<file path="src/rtl/plst_pkg.sv">
`default_nettype none
package plst_pkg;

    localparam int MAX_POINTS_DEF = 16;

    localparam int DATA_W = 32;
    localparam int CFG_W  = 5;
    localparam int IDX_W  = 4;

    // APB register map
    localparam int PADDR_W = 3;
    localparam int PDATA_W = 32;
    localparam logic [PADDR_W-3:0] REG_POINTS = '0;

    // item operations
    localparam logic OP_LOAD  = 1'b0;
    localparam logic OP_QUERY = 1'b1;

    // table read address select
    localparam logic [1:0] RD_LAST = 2'd0;
    localparam logic [1:0] RD_NEXT = 2'd1;
    localparam logic [1:0] RD_CUR  = 2'd2;

    // serial divider step counts
    localparam int DIV_CNT_W       = 7;
    localparam int DIV_STEPS_LONG  = 64;
    localparam int DIV_STEPS_SHORT = 32;

    typedef struct packed {
        logic       load_wr;
        logic       capture;
        logic       rd_en;
        logic [1:0] rd_sel;
        logic       cap_next;
        logic       cap_seg;
        logic       inc_i;
        logic       mul_en;
        logic       div_start;
        logic       div_short;
        logic       wrap_done;
        logic       set_empty;
        logic       set_hold;
        logic       set_v0;
        logic       set_quot;
        logic       push_out;
    } t_cmd;

    typedef struct packed {
        logic n_zero;
        logic total_zero;
        logic t_gt_rd;
        logic seg_more;
        logic dt_zero;
        logic div_busy;
        logic out_free;
    } t_status;

endpackage
`default_nettype wire

</file>
<file path="src/rtl/plst_if.sv">
`default_nettype none
interface plst_in_if;
    logic                              valid;
    logic                              ready;
    logic                              op;
    logic [plst_pkg::IDX_W-1:0]        entry_index;
    logic [plst_pkg::DATA_W-1:0]       entry_time;
    logic signed [plst_pkg::DATA_W-1:0] entry_value;
    logic [plst_pkg::DATA_W-1:0]       query_time;

    modport source (
        output valid, op, entry_index, entry_time, entry_value, query_time,
        input  ready
    );
    modport sink (
        input  valid, op, entry_index, entry_time, entry_value, query_time,
        output ready
    );
endinterface

interface plst_out_if;
    logic                              valid;
    logic                              ready;
    logic signed [plst_pkg::DATA_W-1:0] setpoint;
    logic                              table_empty;

    modport source (
        output valid, setpoint, table_empty,
        input  ready
    );
    modport sink (
        input  valid, setpoint, table_empty,
        output ready
    );
endinterface
`default_nettype wire

</file>
<file path="src/rtl/plst_div.sv">
`default_nettype none
// restoring divider, one quotient bit per cycle
module plst_div (
    input  wire logic        i_clk,
    input  wire logic        i_rst_n,
    input  wire logic        i_start,
    input  wire logic        i_short,
    input  wire logic [63:0] i_dividend,
    input  wire logic [31:0] i_divisor,
    output logic             o_busy,
    output logic [63:0]      o_quot,
    output logic [31:0]      o_rem
);

    logic [plst_pkg::DIV_CNT_W-1:0] r_cnt, n_cnt;
    logic [63:0] r_quo, n_quo;
    logic [31:0] r_rem, n_rem;
    logic [31:0] r_div;
    logic [32:0] w_sh;
    logic [32:0] w_diff;

    always_comb begin
        w_sh   = {r_rem, r_quo[63]};
        w_diff = w_sh - {1'b0, r_div};
        n_cnt  = r_cnt;
        n_quo  = r_quo;
        n_rem  = r_rem;
        if (i_start) begin
            n_cnt = i_short ? plst_pkg::DIV_CNT_W'(plst_pkg::DIV_STEPS_SHORT)
                            : plst_pkg::DIV_CNT_W'(plst_pkg::DIV_STEPS_LONG);
            n_quo = i_dividend;
            n_rem = '0;
        end else if (r_cnt != '0) begin
            n_cnt = r_cnt - plst_pkg::DIV_CNT_W'(1);
            if (!w_diff[32]) begin
                n_rem = w_diff[31:0];
                n_quo = {r_quo[62:0], 1'b1};
            end else begin
                n_rem = w_sh[31:0];
                n_quo = {r_quo[62:0], 1'b0};
            end
        end
    end

    always_ff @(posedge i_clk) begin
        if (!i_rst_n) begin
            r_cnt <= '0;
        end else begin
            r_cnt <= n_cnt;
        end
    end

    always_ff @(posedge i_clk) begin
        r_quo <= n_quo;
        r_rem <= n_rem;
        if (i_start) begin
            r_div <= i_divisor;
        end
    end

    assign o_busy = (r_cnt != '0);
    assign o_quot = r_quo;
    assign o_rem  = r_rem;

endmodule
`default_nettype wire

</file>
<file path="src/rtl/plst_ctrl.sv">
`default_nettype none
module plst_ctrl (
    input  wire logic              i_clk,
    input  wire logic              i_rst_n,
    input  wire logic              i_valid,
    input  wire logic              i_op,
    output logic                   o_ready,
    input  wire plst_pkg::t_status i_status,
    output plst_pkg::t_cmd         o_cmd
);

    localparam logic [3:0] S_IDLE    = 4'd0;
    localparam logic [3:0] S_LAST    = 4'd1;
    localparam logic [3:0] S_TOTAL   = 4'd2;
    localparam logic [3:0] S_WRAP    = 4'd3;
    localparam logic [3:0] S_SCANRD  = 4'd4;
    localparam logic [3:0] S_SCANCMP = 4'd5;
    localparam logic [3:0] S_SEG     = 4'd6;
    localparam logic [3:0] S_MUL     = 4'd7;
    localparam logic [3:0] S_DIVGO   = 4'd8;
    localparam logic [3:0] S_QWAIT   = 4'd9;
    localparam logic [3:0] S_HOLD    = 4'd10;
    localparam logic [3:0] S_DONE    = 4'd11;

    logic [3:0] r_state, n_state;
    logic       w_accept;

    assign o_ready  = (r_state == S_IDLE);
    assign w_accept = i_valid && o_ready;

    always_comb begin
        n_state = r_state;
        o_cmd   = '0;
        unique case (r_state)
            S_IDLE: begin
                if (w_accept) begin
                    if (i_op == plst_pkg::OP_QUERY) begin
                        o_cmd.capture = 1'b1;
                        n_state       = S_LAST;
                    end else begin
                        o_cmd.load_wr = 1'b1;
                    end
                end
            end
            S_LAST: begin
                if (i_status.n_zero) begin
                    o_cmd.set_empty = 1'b1;
                    n_state         = S_DONE;
                end else begin
                    o_cmd.rd_en  = 1'b1;
                    o_cmd.rd_sel = plst_pkg::RD_LAST;
                    n_state      = S_TOTAL;
                end
            end
            S_TOTAL: begin
                if (i_status.total_zero) begin
                    o_cmd.set_empty = 1'b1;
                    n_state         = S_DONE;
                end else if (i_status.t_gt_rd) begin
                    o_cmd.div_start = 1'b1;
                    o_cmd.div_short = 1'b1;
                    n_state         = S_WRAP;
                end else begin
                    n_state = S_SCANRD;
                end
            end
            S_WRAP: begin
                if (!i_status.div_busy) begin
                    o_cmd.wrap_done = 1'b1;
                    n_state         = S_SCANRD;
                end
            end
            S_SCANRD: begin
                o_cmd.rd_en = 1'b1;
                if (i_status.seg_more) begin
                    o_cmd.rd_sel = plst_pkg::RD_NEXT;
                    n_state      = S_SCANCMP;
                end else begin
                    o_cmd.rd_sel = plst_pkg::RD_LAST;
                    n_state      = S_HOLD;
                end
            end
            S_SCANCMP: begin
                if (i_status.t_gt_rd) begin
                    o_cmd.inc_i = 1'b1;
                    n_state     = S_SCANRD;
                end else begin
                    o_cmd.cap_next = 1'b1;
                    o_cmd.rd_en    = 1'b1;
                    o_cmd.rd_sel   = plst_pkg::RD_CUR;
                    n_state        = S_SEG;
                end
            end
            S_SEG: begin
                o_cmd.cap_seg = 1'b1;
                n_state       = S_MUL;
            end
            S_MUL: begin
                if (i_status.dt_zero) begin
                    o_cmd.set_v0 = 1'b1;
                    n_state      = S_DONE;
                end else begin
                    o_cmd.mul_en = 1'b1;
                    n_state      = S_DIVGO;
                end
            end
            S_DIVGO: begin
                o_cmd.div_start = 1'b1;
                n_state         = S_QWAIT;
            end
            S_QWAIT: begin
                if (!i_status.div_busy) begin
                    o_cmd.set_quot = 1'b1;
                    n_state        = S_DONE;
                end
            end
            S_HOLD: begin
                o_cmd.set_hold = 1'b1;
                n_state        = S_DONE;
            end
            S_DONE: begin
                if (i_status.out_free) begin
                    o_cmd.push_out = 1'b1;
                    n_state        = S_IDLE;
                end
            end
            default: begin
                n_state = S_IDLE;
            end
        endcase
    end

    always_ff @(posedge i_clk) begin
        if (!i_rst_n) begin
            r_state <= S_IDLE;
        end else begin
            r_state <= n_state;
        end
    end

endmodule
`default_nettype wire

</file>
<file path="src/rtl/plst_dp.sv">
`default_nettype none
module plst_dp #(
    parameter int MAX_POINTS = plst_pkg::MAX_POINTS_DEF
) (
    input  wire logic                          i_clk,
    input  wire logic                          i_rst_n,
    input  wire plst_pkg::t_cmd                i_cmd,
    output plst_pkg::t_status                  o_status,
    input  wire logic [plst_pkg::CFG_W-1:0]    i_points,
    input  wire logic [plst_pkg::IDX_W-1:0]    i_entry_index,
    input  wire logic [plst_pkg::DATA_W-1:0]   i_entry_time,
    input  wire logic [plst_pkg::DATA_W-1:0]   i_entry_value,
    input  wire logic [plst_pkg::DATA_W-1:0]   i_query_time,
    input  wire logic                          i_out_ready,
    output logic                               o_out_valid,
    output logic [plst_pkg::DATA_W-1:0]        o_setpoint,
    output logic                               o_table_empty
);

    localparam int IW = (MAX_POINTS > 1) ? $clog2(MAX_POINTS) : 1;
    localparam int NW = $clog2(MAX_POINTS + 1);
    localparam int DW = plst_pkg::DATA_W;

    function automatic logic [DW-1:0] mag33(input logic [DW:0] a);
        logic [DW:0] m;
        m = a[DW] ? (~a + (DW+1)'(1)) : a;
        return m[DW-1:0];
    endfunction

    // breakpoint tables
    logic [DW-1:0] r_time_mem  [MAX_POINTS];
    logic [DW-1:0] r_value_mem [MAX_POINTS];
    logic [DW-1:0] r_rd_time, r_rd_value;

    logic [IW-1:0] w_wr_addr, w_rd_addr;
    logic          w_idx_ok;
    logic [NW-1:0] w_n_eff;

    logic [NW-1:0] r_n;
    logic [IW-1:0] r_i;
    logic [DW-1:0] r_t;
    logic [DW-1:0] r_t1, r_v1, r_v0;
    logic [DW-1:0] r_mdx, r_mdv, r_mdt;
    logic          r_neg, r_dt_zero;
    logic [63:0]   r_prod;
    logic [DW-1:0] r_res;
    logic          r_empty;
    logic          r_out_valid;
    logic [DW-1:0] r_out_sp;
    logic          r_out_empty;

    logic [DW:0]   w_dt, w_dx, w_dv;
    logic          w_div_busy;
    logic [63:0]   w_div_quot;
    logic [DW-1:0] w_div_rem;
    logic [63:0]   w_dividend;
    logic [DW-1:0] w_divisor;
    logic [33:0]   w_qc;
    logic [34:0]   w_sum;
    logic [DW-1:0] w_sat;

    assign w_idx_ok  = 32'(i_entry_index) < 32'(MAX_POINTS);
    assign w_wr_addr = IW'(i_entry_index);
    assign w_n_eff   = (32'(i_points) > 32'(MAX_POINTS)) ? NW'(MAX_POINTS) : NW'(i_points);

    always_comb begin
        case (i_cmd.rd_sel)
            plst_pkg::RD_LAST: w_rd_addr = IW'(r_n - NW'(1));
            plst_pkg::RD_NEXT: w_rd_addr = r_i + IW'(1);
            default:           w_rd_addr = r_i;
        endcase
    end

    always_ff @(posedge i_clk) begin
        if (i_cmd.load_wr && w_idx_ok) begin
            r_time_mem[w_wr_addr]  <= i_entry_time;
            r_value_mem[w_wr_addr] <= i_entry_value;
        end
        if (i_cmd.rd_en) begin
            r_rd_time  <= r_time_mem[w_rd_addr];
            r_rd_value <= r_value_mem[w_rd_addr];
        end
    end

    // segment differences: t0/v0 sit in the read registers during cap_seg
    assign w_dt = {1'b0, r_t1} - {1'b0, r_rd_time};
    assign w_dx = {1'b0, r_t} - {1'b0, r_rd_time};
    assign w_dv = {r_v1[DW-1], r_v1} - {r_rd_value[DW-1], r_rd_value};

    // wrap: ((t-1) mod total) via 32 steps on {t-1, 0}
    assign w_dividend = i_cmd.div_short ? {r_t - DW'(1), 32'd0} : r_prod;
    assign w_divisor  = i_cmd.div_short ? r_rd_time : r_mdt;

    plst_div u_div (
        .i_clk      (i_clk),
        .i_rst_n    (i_rst_n),
        .i_start    (i_cmd.div_start),
        .i_short    (i_cmd.div_short),
        .i_dividend (w_dividend),
        .i_divisor  (w_divisor),
        .o_busy     (w_div_busy),
        .o_quot     (w_div_quot),
        .o_rem      (w_div_rem)
    );

    // quotient clamp at 2^33, then signed add and saturate
    always_comb begin
        if ((w_div_quot[63:34] != '0) || (w_div_quot[33] && (w_div_quot[32:0] != '0))) begin
            w_qc = {1'b1, 33'd0};
        end else begin
            w_qc = w_div_quot[33:0];
        end
        if (r_neg) begin
            w_sum = {{3{r_v0[DW-1]}}, r_v0} - {1'b0, w_qc};
        end else begin
            w_sum = {{3{r_v0[DW-1]}}, r_v0} + {1'b0, w_qc};
        end
        if (!w_sum[34] && (w_sum[33:31] != 3'b000)) begin
            w_sat = {1'b0, {(DW-1){1'b1}}};
        end else if (w_sum[34] && (w_sum[33:31] != 3'b111)) begin
            w_sat = {1'b1, {(DW-1){1'b0}}};
        end else begin
            w_sat = w_sum[DW-1:0];
        end
    end

    always_ff @(posedge i_clk) begin
        if (i_cmd.capture) begin
            r_t <= i_query_time;
            r_n <= w_n_eff;
            r_i <= '0;
        end else begin
            if (i_cmd.wrap_done) begin
                r_t <= w_div_rem + DW'(1);
            end
            if (i_cmd.inc_i) begin
                r_i <= r_i + IW'(1);
            end
        end
        if (i_cmd.cap_next) begin
            r_t1 <= r_rd_time;
            r_v1 <= r_rd_value;
        end
        if (i_cmd.cap_seg) begin
            r_mdx     <= mag33(w_dx);
            r_mdv     <= mag33(w_dv);
            r_mdt     <= mag33(w_dt);
            r_neg     <= w_dx[DW] ^ w_dv[DW] ^ w_dt[DW];
            r_dt_zero <= (w_dt == '0);
            r_v0      <= r_rd_value;
        end
        if (i_cmd.mul_en) begin
            r_prod <= 64'(r_mdx) * 64'(r_mdv);
        end
        if (i_cmd.set_empty) begin
            r_res   <= '0;
            r_empty <= 1'b1;
        end else if (i_cmd.set_hold) begin
            r_res   <= r_rd_value;
            r_empty <= 1'b0;
        end else if (i_cmd.set_v0) begin
            r_res   <= r_v0;
            r_empty <= 1'b0;
        end else if (i_cmd.set_quot) begin
            r_res   <= w_sat;
            r_empty <= 1'b0;
        end
        if (i_cmd.push_out) begin
            r_out_sp    <= r_res;
            r_out_empty <= r_empty;
        end
    end

    always_ff @(posedge i_clk) begin
        if (!i_rst_n) begin
            r_out_valid <= 1'b0;
        end else if (i_cmd.push_out) begin
            r_out_valid <= 1'b1;
        end else if (i_out_ready) begin
            r_out_valid <= 1'b0;
        end
    end

    assign o_status.n_zero     = (r_n == '0);
    assign o_status.total_zero = (r_rd_time == '0);
    assign o_status.t_gt_rd    = (r_t > r_rd_time);
    assign o_status.seg_more   = ((NW'(r_i) + NW'(1)) < r_n);
    assign o_status.dt_zero    = r_dt_zero;
    assign o_status.div_busy   = w_div_busy;
    assign o_status.out_free   = !r_out_valid || i_out_ready;

    assign o_out_valid   = r_out_valid;
    assign o_setpoint    = r_out_sp;
    assign o_table_empty = r_out_empty;

endmodule
`default_nettype wire

</file>
<file path="src/rtl/piecewise_linear_setpoint_table.sv">
// Load transaction: table written at the accept edge, no result.
// Query transaction: the time from accept to result grows with k = segments passed in
//   the scan, and a wrap divide adds to it; the 64-step serial divider dominates.
// One item in work at a time; a finished result waits in the output register while the
//   next item is taken. Synchronous active-low reset clears points_in_use, the FSM and the
//   output valid; the breakpoint tables are not cleared and are undefined until loaded.
`default_nettype none
module piecewise_linear_setpoint_table #(
    parameter int MAX_POINTS = plst_pkg::MAX_POINTS_DEF
) (
    input  wire logic                          i_clk,
    input  wire logic                          i_rst_n,
    plst_in_if.sink                            i_in,
    plst_out_if.source                         o_out,
    // APB configuration port
    input  wire logic                          psel,
    input  wire logic                          penable,
    input  wire logic                          pwrite,
    input  wire logic [plst_pkg::PADDR_W-1:0]  paddr,
    input  wire logic [plst_pkg::PDATA_W-1:0]  pwdata,
    output logic [plst_pkg::PDATA_W-1:0]       prdata,
    output logic                               pready
);

    // ------------------------------------------------------------------
    // Configuration: one register, points_in_use, at byte address 0.
    // Written in the APB access phase; pready is tied high (no waits).
    // ------------------------------------------------------------------
    logic [plst_pkg::CFG_W-1:0]     r_points;
    logic [plst_pkg::PADDR_W-3:0]   w_reg_idx;
    logic                           w_apb_wr;

    assign w_reg_idx = paddr[plst_pkg::PADDR_W-1:2];
    assign w_apb_wr  = psel && penable && pwrite;
    assign pready    = 1'b1;

    always_ff @(posedge i_clk) begin
        if (!i_rst_n) begin
            r_points <= '0;
        end else if (w_apb_wr && (w_reg_idx == plst_pkg::REG_POINTS)) begin
            r_points <= pwdata[plst_pkg::CFG_W-1:0];
        end
    end

    assign prdata = (w_reg_idx == plst_pkg::REG_POINTS)
                  ? {{(plst_pkg::PDATA_W-plst_pkg::CFG_W){1'b0}}, r_points}
                  : '0;

    // ------------------------------------------------------------------
    // Controller / datapath split. The controller sequences a query:
    //   fetch last time -> optional wrap divide -> segment scan (one
    //   table read per step) -> differences -> multiply -> 64-bit divide -> clamp/saturate
    //   -> output register; early exits for empty table, last point, zero-length segment.
    // The datapath owns the tables, the scan index, the shared divider
    // and the output register.
    // ------------------------------------------------------------------
    plst_pkg::t_cmd    w_cmd;
    plst_pkg::t_status w_status;
    logic [plst_pkg::DATA_W-1:0] w_setpoint;

    plst_ctrl u_ctrl (
        .i_clk    (i_clk),
        .i_rst_n  (i_rst_n),
        .i_valid  (i_in.valid),
        .i_op     (i_in.op),
        .o_ready  (i_in.ready),
        .i_status (w_status),
        .o_cmd    (w_cmd)
    );

    plst_dp #(
        .MAX_POINTS (MAX_POINTS)
    ) u_dp (
        .i_clk         (i_clk),
        .i_rst_n       (i_rst_n),
        .i_cmd         (w_cmd),
        .o_status      (w_status),
        .i_points      (r_points),
        .i_entry_index (i_in.entry_index),
        .i_entry_time  (i_in.entry_time),
        .i_entry_value (i_in.entry_value),
        .i_query_time  (i_in.query_time),
        .i_out_ready   (o_out.ready),
        .o_out_valid   (o_out.valid),
        .o_setpoint    (w_setpoint),
        .o_table_empty (o_out.table_empty)
    );

    // result transaction payload
    assign o_out.setpoint = w_setpoint;

endmodule
`default_nettype wire
</file>
<file path="src/flat_wrapper.sv">
// flat-port wrapper written by rule: the top's interface ports become plain ports
module piecewise_linear_setpoint_table_flat 
#(
    parameter int MAX_POINTS = plst_pkg::MAX_POINTS_DEF
)
  (i_clk, i_rst_n, psel, penable, pwrite, paddr, pwdata, prdata, pready, i_in_valid, i_in_op, i_in_entry_index, i_in_entry_time, i_in_entry_value, i_in_query_time, i_in_ready, o_out_valid, o_out_setpoint, o_out_table_empty, o_out_ready);
  plst_in_if i_in_i ();
  plst_out_if o_out_i ();
  input  wire logic i_clk;
  input  wire logic i_rst_n;
  input  wire logic psel;
  input  wire logic penable;
  input  wire logic pwrite;
  input  wire logic [plst_pkg::PADDR_W-1:0] paddr;
  input  wire logic [plst_pkg::PDATA_W-1:0] pwdata;
  output logic [plst_pkg::PDATA_W-1:0] prdata;
  output logic pready;
  input wire logic [$bits(i_in_i.valid)-1:0] i_in_valid;
  input wire logic [$bits(i_in_i.op)-1:0] i_in_op;
  input wire logic [$bits(i_in_i.entry_index)-1:0] i_in_entry_index;
  input wire logic [$bits(i_in_i.entry_time)-1:0] i_in_entry_time;
  input wire logic [$bits(i_in_i.entry_value)-1:0] i_in_entry_value;
  input wire logic [$bits(i_in_i.query_time)-1:0] i_in_query_time;
  output wire logic [$bits(i_in_i.ready)-1:0] i_in_ready;
  output wire logic [$bits(o_out_i.valid)-1:0] o_out_valid;
  output wire logic [$bits(o_out_i.setpoint)-1:0] o_out_setpoint;
  output wire logic [$bits(o_out_i.table_empty)-1:0] o_out_table_empty;
  input wire logic [$bits(o_out_i.ready)-1:0] o_out_ready;
  assign i_in_i.valid = i_in_valid;
  assign i_in_i.op = i_in_op;
  assign i_in_i.entry_index = i_in_entry_index;
  assign i_in_i.entry_time = i_in_entry_time;
  assign i_in_i.entry_value = i_in_entry_value;
  assign i_in_i.query_time = i_in_query_time;
  assign i_in_ready = i_in_i.ready;
  assign o_out_valid = o_out_i.valid;
  assign o_out_setpoint = o_out_i.setpoint;
  assign o_out_table_empty = o_out_i.table_empty;
  assign o_out_i.ready = o_out_ready;
  piecewise_linear_setpoint_table #(.MAX_POINTS(MAX_POINTS)) u_core (.i_clk(i_clk), .i_rst_n(i_rst_n), .i_in(i_in_i), .o_out(o_out_i), .psel(psel), .penable(penable), .pwrite(pwrite), .paddr(paddr), .pwdata(pwdata), .prdata(prdata), .pready(pready));
endmodule
</file>
<file path="config.mk">
export PLATFORM = sky130hd
export DESIGN_NAME = piecewise_linear_setpoint_table_flat
export DESIGN_NICKNAME = d
export VERILOG_FILES = /design/src/rtl/plst_pkg.sv /design/src/rtl/plst_if.sv /design/src/rtl/plst_div.sv /design/src/rtl/plst_ctrl.sv /design/src/rtl/plst_dp.sv /design/src/rtl/piecewise_linear_setpoint_table.sv /design/src/flat_wrapper.sv
export SDC_FILE = /design/constraint.sdc
export NUM_CORES = 2
export LEC_CHECK = 0
export BUFFER_PORTS_ARGS = -buffer_cell sky130_fd_sc_hd__buf_2
export CAP_MARGIN = 0
export CORE_UTILIZATION = 45
export DETAILED_ROUTE_END_ITERATION = 16
export GPL_TIMING_DRIVEN = 1
export PLACE_DENSITY = 0.72
export SYNTH_ARGS = -nofsm -noshare
export SYNTH_HDL_FRONTEND = slang
export SYNTH_SLANG_ARGS = --single-unit
</file>
<file path="constraint.sdc">
create_clock -name i_clk -period 18.05 [get_ports i_clk]
set_input_delay 1.805 -clock i_clk [delete_from_list [all_inputs] [get_ports i_clk]]
set_output_delay 1.805 -clock i_clk [all_outputs]
set_load 0.05 [all_outputs]
</file>
# Word level (Yosys, flattened, before mapping)

Memories as Yosys holds them, arrays and structs flattened. A register that Yosys moved wholly into a read port is not among the register bits.
Index checks and enable logic that the tools add are counted.

Add/sub/neg operators: 15
$mul: 1
Divide/modulo/power cells: 0
Order comparisons: 3
Equal/unequal tests: 18
Shift-type cells: 0
Mux-type cells: 71
Bitwise gates (word level): 6
Reductions and logical operators: 25

Operators by type and width:

| kind                    | count |
|---|---|
| $mux W32                | 12 |
| $mux W64                | 3 |
| $add A32 B1 Y32 const B | 4 |
| $sub A32 B32 Y33        | 3 |
| $not A32 Y32            | 3 |
| $mul A32 B32 Y64        | 1 |
| $pmux W4 S12            | 1 |
| $mux W4                 | 9 |
| $add A35 B34 Y35        | 1 |
| $mux W35                | 1 |
| $sub A35 B34 Y35        | 1 |
| $mux W34                | 1 |
| $logic_not A33 Y1       | 1 |
| $reduce_bool A33 Y1     | 1 |
| $sub A33 B32 Y33        | 1 |
| $gt A32 B32 Y1          | 1 |
| $logic_not A32 Y1       | 1 |
| $sub A32 B1 Y32 const B | 1 |
| $reduce_bool A30 Y1     | 1 |
| $mux W1                 | 28 |
| $mux W7                 | 3 |
| $eq A4 B3 Y1 const B    | 4 |
| $eq A4 B4 Y1 const B    | 4 |
| $mux W2                 | 6 |
| 29 further kinds        | 47 |

Flip-flop bits (word level): 510
Latch bits: 0
Memory bits (writable): 1024
Memory bits (read-only): 0
Input port bits: 143
Word-level logic and storage cells: 164
Memories: 2

Memory list:

| memory                  | depth | width | read ports | clocked after memory_dff | wr ports | RTL line      | source |
|---|---|---|---|---|---|---|---|
| u_core.u_dp.r_time_mem  | 16    | 32    | 1          | 1                        | 1        | plst_dp.sv:31 | `logic [DW-1:0] r_time_mem [MAX_POINTS];` |
| u_core.u_dp.r_value_mem | 16    | 32    | 1          | 1                        | 1        | plst_dp.sv:32 | `logic [DW-1:0] r_value_mem [MAX_POINTS];` |

# Longest topological paths before layout

Depth after elaboration: 13
Depth in mapped cells: 32
Depth with buffers taken out: 29

# Hierarchy

Synthesis repeated with hierarchy kept, for this count alone.

Cell total of the unflattened synthesis: 8834
Area total of the unflattened synthesis: 107936.0 um2

Modules (own cells, without submodules):

| module                          | times used | cells an instance | area an instance (um2) | seq. area each (um2) |
|---|---|---|---|---|
| plst_dp                         | 1          | 7986              | 98977.4                | 43281.5 |
| plst_div                        | 1          | 701               | 7851.3                 | 3663.5 |
| plst_ctrl                       | 1          | 89                | 633.1                  | 80.1 |
| piecewise_linear_setpoint_table | 1          | 58                | 474.2                  | 100.1 |

# Worst setup path before layout

Ideal clock, no wire load.

Path type: reg2reg
From: register u_core.u_ctrl.r_state[1]
To: memory u_core.u_dp.r_time_mem[0][0] in the netlist's numbering, enable pin
Library setup time: 0.565 ns
Arrival time: 7.243 ns
Data required time: 17.485 ns
Setup slack: 10.241 ns
Cell stages (with the launch flop): 6
Buffers on the path: 1
Period minus slack after synthesis: 7.809 ns
Cells stage by stage: dfxtp_1 -> clkbuf_1 -> nor4_1 -> nand2_1 -> or4_1 -> nor3_1

Cells in the longest elaborated chain, start to end: 6

RTL lines:

| element                         | RTL line           | source |
|---|---|---|
| start: declaration              | plst_ctrl.sv:25    | `logic [3:0] r_state, n_state;` |
| start signal: assignment        | plst_ctrl.sv:137   | `r_state <= n_state;` |
| $logic_not A4 Y1 *              | plst_ctrl.sv:28    | `assign o_ready = (r_state == S_IDLE);` |
| via i_in_ready                  | flat_wrapper.sv:24 | `output wire logic [$bits(i_in_i.ready)-1:0] i_in_ready;` |
| $logic_and A1 B1 Y1             | plst_ctrl.sv:29    | `assign w_accept = i_valid && o_ready;` |
| $mux W2                         | plst_ctrl.sv:36    | `if (w_accept) begin` |
| $mux W2 *                       | plst_ctrl.sv:34    | `unique case (r_state)` |
| $mux W1 *                       | plst_dp.sv:75      | `if (i_cmd.load_wr && w_idx_ok) begin` |
| $mux W1 (implied by the code) * | plst_dp.sv:76      | `r_time_mem[w_wr_addr] <= i_entry_time;` |
| end: declaration                | plst_dp.sv:31      |  |

Mark *: on every way through the listed nets, which the timed path passes. The rest lies on a longest branch.

# Final worst setup path

From: register u_core.u_dp.u_div.r_quo[3], in the netlist u_core.u_dp.u_div.o_quot[3]
To: register u_core.u_dp.r_res[5]

Cells in the longest elaborated chain, start to end: 13
Elaborated cells between the ends (all ways): 17

RTL lines:

| element                                                     | RTL line                       | source |
|---|---|---|
| start: declaration                                          | plst_div.sv:16                 | `logic [63:0] r_quo, n_quo;` |
| start signal: assignment                                    | plst_div.sv:54                 | `r_quo <= n_quo;` |
| $reduce_bool A33 Y1                                         | plst_dp.sv:108                 | `if ((w_div_quot[63:34] != '0) \|\| (w_div_quot[33] && (w_div_quot[32:0] != '0))) begin` |
| $logic_and A1 B1 Y1                                         | plst_dp.sv:108                 |  |
| $logic_or A1 B1 Y1                                          | plst_dp.sv:108                 |  |
| $mux W34 *                                                  | plst_dp.sv:108                 |  |
| $add A35 B34 Y35 / $sub A35 B34 Y35 (equally long branches) | plst_dp.sv:116, plst_dp.sv:114 |  |
| $mux W35 *                                                  | plst_dp.sv:113                 | `if (r_neg) begin` |
| $ne A3 B3 Y1                                                | plst_dp.sv:120                 | `end else if (w_sum[34] && (w_sum[33:31] != 3'b111)) begin` |
| $logic_and A1 B1 Y1                                         | plst_dp.sv:120                 |  |
| $mux W32                                                    | plst_dp.sv:120                 |  |
| $mux W32 *                                                  | plst_dp.sv:118                 | `if (!w_sum[34] && (w_sum[33:31] != 3'b000)) begin` |
| $mux W32 *                                                  | plst_dp.sv:164                 | `end else if (i_cmd.set_quot) begin` |
| $mux W32 *                                                  | plst_dp.sv:161                 | `end else if (i_cmd.set_v0) begin` |
| $mux W32 *                                                  | plst_dp.sv:158                 | `end else if (i_cmd.set_hold) begin` |
| end signal: assignment                                      | plst_dp.sv:159                 | `r_res <= r_rd_value;` |
| end signal: assignment                                      | plst_dp.sv:162                 | `r_res <= r_v0;` |
| end signal: assignment                                      | plst_dp.sv:165                 | `r_res <= w_sat;` |
| end: declaration                                            | plst_dp.sv:46                  | `logic [DW-1:0] r_res;` |

Mark *: on every way between the ends. The rest lies on a longest branch, timed or not. The select of a mux whose other input is x is not followed.
A chain may end at the register's enable or synchronous reset.

==> impl_results.rst <==
.. list-table::
   :header-rows: 1

   * - Metric
     - Value
   * - Status
     - finished, final reports clean
   * - Worst-case hold path end point
     - u_core.u_dp.o_table_empty
   * - Number of instances on the worst hold path
     - 0
   * - Clock H-tree levels
     - 4
   * - Biggest cell delay along the critical path
     - 0.75 ns
   * - Slew of the pin with the lowest slew margin
     - 1.29 ns
   * - Number of cells upsized or downsized after cts
     - 0
   * - Final setup violation count
     - 0
   * - Clock skew after layout
     - approximately 0.027 ns
   * - Global-route wire length before repair
     - 429,000 um
   * - CTS max path bufs
     - 3
   * - Beginning of the worst hold path
     - u_core.u_dp.r_empty
   * - Summed instance area of the synthesized netlist
     - 107,000 um2
   * - Ranking of synthesized cells by instance count
     - nand2_1, edfxtp_1, inv_1
   * - RSZ-0062 raised after global routing
     - false
   * - Buffers added on ports
     - between 150 and 200
   * - Signed area change from the synthesized netlist to the final layout
     - 8.18%
   * - Area post-placement
     - 111,000 um2
   * - GPL Wtd Cong
     - just over 0.9
   * - Overall Global Routing Usage
     - 22.8%
   * - Floorplan die area
     - 240,000 um2
   * - Slack of the worst reg-to-reg path
     - ~8 ns
   * - Post-synthesis sequential area ratio
     - 44.0%
   * - Cell taking the most area after synthesis
     - edfxtp_1
   * - Row count
     - about 180
   * - Required time of the critical path
     - 18.67 ns
   * - Logic depth of the worst register-to-register path
     - 29
   * - Die Wd
     - between 400 and 500 um
   * - CP Class
     - register to register
   * - Total via count after detailed routing
     - approximately 74,000
   * - Hold-fix buffers at CTS
     - 0
   * - Number of buffers added by the clock tree synthesis step
     - 155
   * - Count of different cell masters after synthesis
     - 99
   * - Max-cap violations
     - 0
   * - Total gr overflow
     - 0
   * - Routed len/inst
     - 21.0 um
   * - Number of slew-limit violations in the final report
     - 0
   * - Post-synthesis share of cell area spent on and, or, nand and nor gates
     - 14.7%
   * - Drt pass-1 iters
     - 6
   * - Reg2reg start
     - u_core.u_dp.u_div.o_quot[3]
   * - Final core occ
     - 49.1%
   * - Largest net degree at the start of global routing
     - approximately 180
   * - # nets final
     - 11,300
   * - Sum of net half-perimeters after detailed placement
     - ~190,000 um
   * - TritonCTS clock tree
     - built
   * - Relative max-transition margin
     - 12.5%
   * - Worst setup slack after layout
     - 8.04 ns
   * - Share of post-route cells with drive strength above 1
     - 6.09%
   * - TritonCTS sink count
     - 1,598
   * - Maximum net fanout on the critical path
     - 37
   * - Async set or reset register ratio after synthesis
     - 0%
   * - DRC violations left
     - 0
   * - I/O pin count
     - 211
   * - Main combinational cell family by area after synthesis
     - adder cells
   * - Terminus of the critical flop-to-flop path
     - u_core.u_dp.r_res[5]
   * - Startpoint kind of the worst setup timing path
     - register
   * - Aggregate negative setup slack
     - 0 ns
   * - Placeable core area
     - 236,000 um2
   * - DRC marker count from the first detailed-route iteration
     - between 6,000 and 7,000
   * - Synth Warn #
     - 0
   * - Arrival time worst endpoint
     - 10.63 ns
   * - Highest clock rate
     - 99.9 MHz
   * - Post-synth EDFFs
     - 1,512
   * - Main area contributors after synthesis
     - edfxtp_1, fa_1, nand2_1
   * - Number of synthesized register bits
     - 1,598
   * - Clock insertion delay at the later pin of the skew report
     - 0.80 ns
   * - Hold/Removal Path Class
     - register to register
   * - Part of the cycle the worst path needs
     - 55.5%
   * - Number of global-route vias before repair
     - roughly 76,000
   * - Post-route cell area
     - 116,000 um2
   * - Hold violation total from the final report
     - 0
   * - Multiplexer share of the synthesized area
     - 1.97%
   * - Initial Util
     - 45.4%
   * - Adder and majority cell fraction of the synthesized area
     - 22.0%
   * - Post-Route WL
     - 275,000 um
   * - CTS clock-pin slew for the worst setup and hold paths
     - 0.06 ns
   * - Average size of a mapped cell
     - 10.9 um2
   * - Shortest period the worst path allows
     - between 10 and 15 ns
   * - Most used standard cell by instance count after synthesis
     - nand2_1
   * - Xor/xnor cell area share of the yosys netlist
     - 3.01%
   * - Nature of the critical path endpoint
     - register
   * - Worst slack at placement
     - 8.26 ns
   * - Prevailing post-synth register cell
     - edfxtp_1
   * - Overall die height
     - a little under 500 um
   * - Post-CTS setup buffer count
     - 0
   * - Compound-cell area share of the yosys netlist
     - 8.46%
   * - Post-Synthesis Cells
     - 9,868
   * - Antenna Violating Nets Remaining
     - 0
   * - Share of the synthesized area in the top cell type
     - 42.4%
   * - Initial antenna violation count
     - 34
   * - Slowest library cell on the worst path
     - nor2_2
   * - Clock root buffer
     - clkbuf_16
   * - Ratio of routed vias to standard cells
     - roughly 5.6
## area by class of cell
type | instances | area, um2
flip-flops and latches | 1598 | 47100
diodes | 8 | 20.0
repair buffers | 286 | 1860
inverters | 1054 | 3960
clock inverters | 88 | 801
clock buffers | 193 | 4120
multi-input cells | 6702 | 54100
fillers | 20400 | 120000
well taps | 3150 | 3940
## critical path, delay by kind of cell, from the launching register on
kind / cells / cell delay, ns
buffers and inverters: 2 / 0.65
AO/OA/AOI/OAI: 10 / 3.35
adder cells (fa/ha/maj): 2 / 0.77
XOR/XNOR: 1 / 0.11
flip-flops: 1 / 0.45
AND/OR/NAND/NOR: 14 / 4.44
## registers in the layout (all words and copies together), names as in the netlist, 32 cells and up
name and flops:
u_core.u_dp.r_time_mem 512, u_core.u_dp.r_value_mem 512, u_core.u_dp.r_prod 64, u_core.u_dp.u_div.o_quot 64, u_core.u_dp.o_setpoint 32, u_core.u_dp.r_mdt 32, u_core.u_dp.r_mdv 32, u_core.u_dp.r_mdx 32
u_core.u_dp.r_rd_time 32, u_core.u_dp.r_rd_value 32, u_core.u_dp.r_res 32, u_core.u_dp.r_t1 32, u_core.u_dp.r_t 32, u_core.u_dp.r_v0 32, u_core.u_dp.r_v1 32, u_core.u_dp.u_div.o_rem 32
u_core.u_dp.u_div.r_div 32
## routing by layer
metal	routed length, um	global-route usage (%)
met2	134000	38.6
met5	329	0
met3	19100	3.65
met4	13600	11.1
met1	108000	28.2
## kinds of logic after synthesis
group | after synthesis
flops | 1598
fa+ha+maj | 1340
other cells | 2
simple gates | 3348
xor+xnor | 368
buf+inv | 1594
mux | 209
compound gates | 1409
## layout by cell type, fill, tap and decap left out, types with 42 or more instances in the layout
cell,netlist,routed
nor2_1,382,364
nor3_1,83,78
nand4_1,156,156
dfxtp_1,86,86
nand2_1,1609,1609
o21a_1,42,42
ha_1,439,439
mux2i_1,206,206
and2_1,600,599
a211oi_1,55,55
a21oi_1,439,438
fa_1,901,901
xnor2_1,240,240
buf_2,62,153
nor2b_1,48,46
clkbuf_16,0,158
o21bai_1,44,44
o211ai_1,112,112
inv_1,1053,1051
a21o_1,99,99
o21ai_0,306,306
nand2b_1,56,55
nand3_1,224,224
a221oi_1,72,72
edfxtp_1,1512,1512
buf_4,48,125
xor2_1,128,127
## how the worst max path moves through the flow
stage / from / to
floorplan: u_core.u_ctrl.r_state[1] / u_core.u_dp.r_time_mem[0][0]
global placement: u_core.u_dp.u_div.o_quot[2] / u_core.u_dp.r_res[11]
detailed placement: u_core.u_dp.u_div.o_quot[2] / u_core.u_dp.r_res[5]
CTS: u_core.u_dp.u_div.o_quot[2] / u_core.u_dp.r_res[5]
global route: u_core.u_dp.u_div.o_quot[2] / u_core.u_dp.r_res[1]
finish: u_core.u_dp.u_div.o_quot[3] / u_core.u_dp.r_res[5]
## per-stage QoR
| step | instances | hold WS [ns] |
|---|---|---|
| 5_1_grt | 13100 | 0.442 |
| 2_1_floorplan | 9894 | 0.408 |
| 4_1_cts | 13100 | 0.436 |
| 3_5_place_dp | 12800 | 0.423 |
| 3_3_place_gp | 12800 | 0.417 |
| 6_report | 13100 | 0.434 |
Power is left out: the tool's default activity adds up to more than one toggle a clock period on the data nets, which glitch-free logic cannot reach.
